**config.mk**
```make
export PLATFORM = sky130hd
export DESIGN_NAME = kbr_key_unit
export DESIGN_NICKNAME = d
export VERILOG_FILES = /design/src/rtl/kbr_pkg.sv /design/src/rtl/kbr_key_unit.sv
export SDC_FILE = /design/constraint.sdc
export NUM_CORES = 2
export LEC_CHECK = 0
export BUFFER_PORTS_ARGS = -buffer_cell sky130_fd_sc_hd__buf_2
export CAP_MARGIN = 20
export CORE_ASPECT_RATIO = 1.25
export CORE_MARGIN = 2
export CORE_UTILIZATION = 35
export CTS_BUF_LIST = sky130_fd_sc_hd__clkbuf_4 sky130_fd_sc_hd__clkbuf_8
export DETAILED_ROUTE_END_ITERATION = 6
export GPL_ROUTABILITY_DRIVEN = 0
export REMOVE_ABC_BUFFERS = 1
export SYNTH_ARGS = -nofsm -noshare
export SYNTH_HDL_FRONTEND = slang
export SYNTH_SLANG_ARGS = --single-unit
```
**constraint.sdc**
```tcl
create_clock -name clk -period 5.2 [get_ports clk]
set_clock_uncertainty 0.05 [all_clocks]
set_input_delay 0 -clock clk [delete_from_list [all_inputs] [get_ports clk]]
set_output_delay 0 -clock clk [all_outputs]
set_load 0.01 [all_outputs]
```
**src/rtl/kbr_pkg.sv**
```systemverilog
`default_nettype none
// ----------------------------------------------------------------------------
// kbr_pkg
// Shared widths and default settings for the k best ratio selector.
// ----------------------------------------------------------------------------
package kbr_pkg;

	// item field widths
	localparam int VALUE_W  = 20;
	localparam int INDEX_W  = 11;
	localparam int PICK_W   = 7;
	localparam int INT_BITS = 20;

	// upper bound on the number of picks
	localparam int MAX_PICK = 64;

	// default build settings
	localparam int MAX_ITEMS_DEF  = 1024;
	localparam int ITERATIONS_DEF = 56;
	localparam int FRAC_BITS_DEF  = 16;

endpackage
`default_nettype wire

```
**src/rtl/kbr_key_unit.sv**
```systemverilog
`default_nettype none
// ----------------------------------------------------------------------------
// kbr_key_unit
// Two-stage key pipeline: key = value * 2^FRAC_BITS - weight * ratio.
// ----------------------------------------------------------------------------
module kbr_key_unit #(
	parameter int FRAC_BITS = kbr_pkg::FRAC_BITS_DEF,
	parameter int AW        = 10,
	parameter int RW        = kbr_pkg::INT_BITS + kbr_pkg::FRAC_BITS_DEF,
	parameter int KW        = kbr_pkg::VALUE_W + RW + 2
) (
	input  wire                        clk,
	input  wire                        arst_n,
	input  wire                        valid_s1,
	input  wire [AW-1:0]               idx_s1,
	input  wire [kbr_pkg::VALUE_W-1:0] value_s1,
	input  wire [kbr_pkg::VALUE_W-1:0] weight_s1,
	input  wire [RW-1:0]               ratio,
	output logic                       valid_s3,
	output logic [AW-1:0]              idx_s3,
	output logic signed [KW-1:0]       key_s3,
	output logic                       busy
);

	localparam int PW = kbr_pkg::VALUE_W + RW;

	logic          valid_s2;
	logic [AW-1:0] idx_s2;
	logic [PW-1:0] pos_s2;
	logic [PW-1:0] prod_s2;
	logic [PW-1:0] prod_c;

	assign prod_c = PW'(weight_s1) * PW'(ratio);
	assign busy   = valid_s2 | valid_s3;

	// advance the valid flags
	always_ff @(posedge clk or negedge arst_n) begin
		if (!arst_n) begin
			valid_s2 <= 1'b0;
			valid_s3 <= 1'b0;
		end else begin
			valid_s2 <= valid_s1;
			valid_s3 <= valid_s2;
		end
	end

	// multiply, then subtract
	always_ff @(posedge clk) begin
		idx_s2  <= idx_s1;
		pos_s2  <= PW'(value_s1) << FRAC_BITS;
		prod_s2 <= prod_c;
		idx_s3  <= idx_s2;
		key_s3  <= $signed({2'b00, pos_s2}) - $signed({2'b00, prod_s2});
	end

endmodule
`default_nettype wire

```
==> out/metrics.cfg <==
[critical_path]
crit_type = primary input to register
cpLargestDelayFamily = adder cells
r2r_cells = 9
cpPeakStageDelay_ns = 0.57
path_buf_inv = 8
cp_max_fo = 11
end_kind = register
r2r-end = key_s3[45]
cp_cell_sequence = buf_4 -> and2_4 -> fa_1 -> fa_1 -> inv_1 -> fa_1 -> inv_1 -> fa_1 -> fa_1 -> fa_1 -> inv_2 -> fa_1 -> inv_2 -> ha_4 -> nand2_2 -> or4_4 -> buf_6 -> buf_4 -> buf_6 -> nor2_4 -> nor2_4 -> o21a_1 -> o21ai_2 -> xor2_2
crit_path_frequent_cell = fa_1
critPathArrivalTime_ns = 6.17
cp.required_ns = 5.53
r2r_start = prod_s2[10]
rrSetupSlack_ns = 2.09
slowest_stage = fa_1
startpoint_type = primary input

[synth]
synth_ff_type = dfxtp_1
synth_cell_type_count = 63
ys_warn_count = 0
ys_seq_area_share_pct = 11.2
syn_inst = 3068
ys_async_sr_fraction_pct = 1.29
ys_ff_latch = 155
synth_edf_count = 0
syn-cell-area_sq_um = 27900
synth_area_per_cell_sq_um = 9.08

[routing]
ant_nets = 0
routedWlPerCell_um = 16.8
drc = 0
drt_iter0_markers = 826
vias = 21600
first_pass_iters = 5
vias_per_cell = 4.70
finalWirelength_um = 77100

[sta]
maxSlewViolCount = 0
rsz0062_at_grt = true
finalCritPeriodShare_pct = 112
min_period_ns = 5.83
tns_ns = -16.40
setup_viol = 40
fin_ws_ns = -0.633
slew_headroom_pct = 60.3
hold_violations = 0
worst_pin_slew_ns = 0.595
timing.fmax_mhz = 171

[clock_tree]
clock_sinks = 155
htree_levels = 4
cts_buffers = 17
cts_tree = done
clkTransAtPathRegs_ns = 0.08
clockBufferDepth = 2
clock_latency_ns = 0.47
root_buffer = clkbuf_8

[grt]
grt_max_degree = 37
overflow = 0
grt_pass1_vias = 23800
antenna_found_initial = 2
grt_usage_pct = 19.3
grt_pass1_wl_um = 124000

[floorplanning]
design.die.area_sq_um = 81900
fp.dieH_um = 319
die_width_um = 256
core_region_area_sq_um = 78700
fp-row-count = 115
start_util_pct = 35.4
ioPinCount = 159

[flow_run]
maxCapViolations = 0

[hold_path]
hold_start = weight_s1[0]
hold_class = primary input to register
min_path_cells = 2
hold_path_end = prod_s2[0]

[status]
status = finished, violations left
failed_checks = negative setup slack

[placed_design]
post-place-ws_ns = -1.62
hpwlAfterDp_um = 64800
placed_cells = 4464
numPortBuffers = 158

[final_layout]
fin_nets = 4414
antenna_cells = 0
drive_above_1_share_pct = 23.2
stdcell_count = 4594
syn_to_final_growth_pct = 26.7

-- worst reg2reg max path: cells and delay by family, from the launching register on --
family          cells  cell delay, ns
xor+xnor            1            0.15
flops               1            0.34
compound gates      2            0.53
simple gates        6            1.94
-- how the worst max path moves through the flow --
stage / from / end / slack, ns / depth (start not counted)
after floorplan: ratio[10] / prod_s2[47] / -0.85 / 22
after global placement: ratio[13] / prod_s2[48] / -1.65 / 24
after detailed placement: weight_s1[5] / prod_s2[47] / -1.62 / 26
after CTS: ratio[4] / prod_s2[48] / -0.59 / 22
after global routing: weight_s1[8] / prod_s2[48] / -0.81 / 23
final: ratio[18] / prod_s2[36] / -0.63 / 24
-- cells in the mapped netlist (4+ instances only) --
| library cell | instances | share of area [%] |
|---|---|---|
| o21ai_0 | 39 | 0.70 |
| nor4_1 | 8 | 0.18 |
| o211ai_1 | 5 | 0.13 |
| nand4_1 | 12 | 0.27 |
| nor2b_1 | 5 | 0.11 |
| nor2_1 | 44 | 0.59 |
| a21o_1 | 35 | 0.94 |
| a21boi_0 | 7 | 0.19 |
| clkbuf_1 | 161 | 2.2 |
| and3_1 | 5 | 0.11 |
| nand3_1 | 22 | 0.40 |
| or4_1 | 4 | 0.11 |
| inv_1 | 674 | 9.1 |
| nand2_1 | 454 | 6.1 |
| a211oi_1 | 6 | 0.16 |
| fa_1 | 608 | 44 |
| nor3_1 | 23 | 0.41 |
| dfxtp_1 | 153 | 11 |
| or3_1 | 6 | 0.13 |
| ha_1 | 187 | 8.4 |
| xnor2_1 | 75 | 2.4 |
| xor2_1 | 32 | 1.0 |
| o21a_1 | 7 | 0.19 |
| a31oi_1 | 8 | 0.18 |
| o21bai_1 | 9 | 0.24 |
| a221oi_1 | 4 | 0.13 |
| a21oi_1 | 82 | 1.5 |
| nand2b_1 | 4 | 0.090 |
| o31ai_1 | 6 | 0.16 |
| and2_1 | 337 | 7.6 |
-- flip-flops by register name, summed over array words and instances, names as in the netlist --
| register | flops |
|---|---|
| valid_s3 | 1 |
| prod_s2 | 56 |
| valid_s2 | 1 |
| pos_s2 | 20 |
| key_s3 | 57 |
| idx_s3 | 10 |
| idx_s2 | 10 |
-- layout by cell type, fill, tap and decap left out, types with 17 or more instances in the layout --
master           n
and2_4          22
buf_8           19
xnor2_1         61
a21o_1          35
buf_6           78
nor2_1          38
ha_4            20
dlygate4sd3_1   34
buf_2          118
a21oi_1         62
ha_1           166
inv_2           20
nand3_1         19
nor3_1          20
buf_12          23
o21ai_0         23
xor2_1          28
fa_2            22
clkbuf_8        17
inv_1          653
fa_1           586
and2_1         315
buf_4          329
nand2_1        437
dfxtp_1        153
-- metrics by stage --
stage                     hold slack [ns]  util, %  instance area (sq um)
after floorplan                    -0.346        -                  27200
after global placement             -0.264     40.8                  32100
after detailed placement           -0.262     40.8                  32100
after CTS                         0.00959     43.9                  34600
after global routing               0.0596     44.9                  35300
final                              0.0386     44.9                  35300
-- layout make-up --
cell class | instances | area, sq um
fillers | 7649 | 43400
multi-input cells | 2076 | 22800
repair buffers | 606 | 5140
flip-flops and latches | 155 | 3110
inverters | 674 | 2530
well taps | 1053 | 1320
clock buffers | 19 | 249
clock inverters | 11 | 146
-- cell families after synthesis --
| group | count (synthesis) | share of synthesized area, % |
|---|---|---|
| and+or+nand+nor | 937 | 16.6 |
| buffers and inverters | 837 | 11.3 |
| adders and majority gates | 795 | 52.1 |
| AOI/OAI and AO/OA | 237 | 5.51 |
| DFF | 155 | 11.2 |
| xor gates and xnor gates | 107 | 3.36 |
-- per-layer routing --
| metal | routed length [um] | global-route usage (%) |
|---|---|---|
| met1 | 27900 | 21.0 |
| met2 | 44000 | 37.9 |
| met3 | 2310 | 2.19 |
| met4 | 2940 | 6.90 |
| met5 | 27 | 0 |
-- repair_timing --
| item | in CTS | in global routing |
|---|---|---|
| resized for setup | 314 | 141 |
| endpoints found under the hold margin | 34 | 0 |
| cloned | 2 | 1 |
| pin swaps | 125 | 104 |
| buffers inserted | 49 | 29 |
| hold buffers | 34 | 0 |
| endpoints found under the setup margin | 42 | 41 |
Power is left out: the tool's default activity adds up to more than one toggle a clock period on the data nets, which glitch-free logic cannot reach.
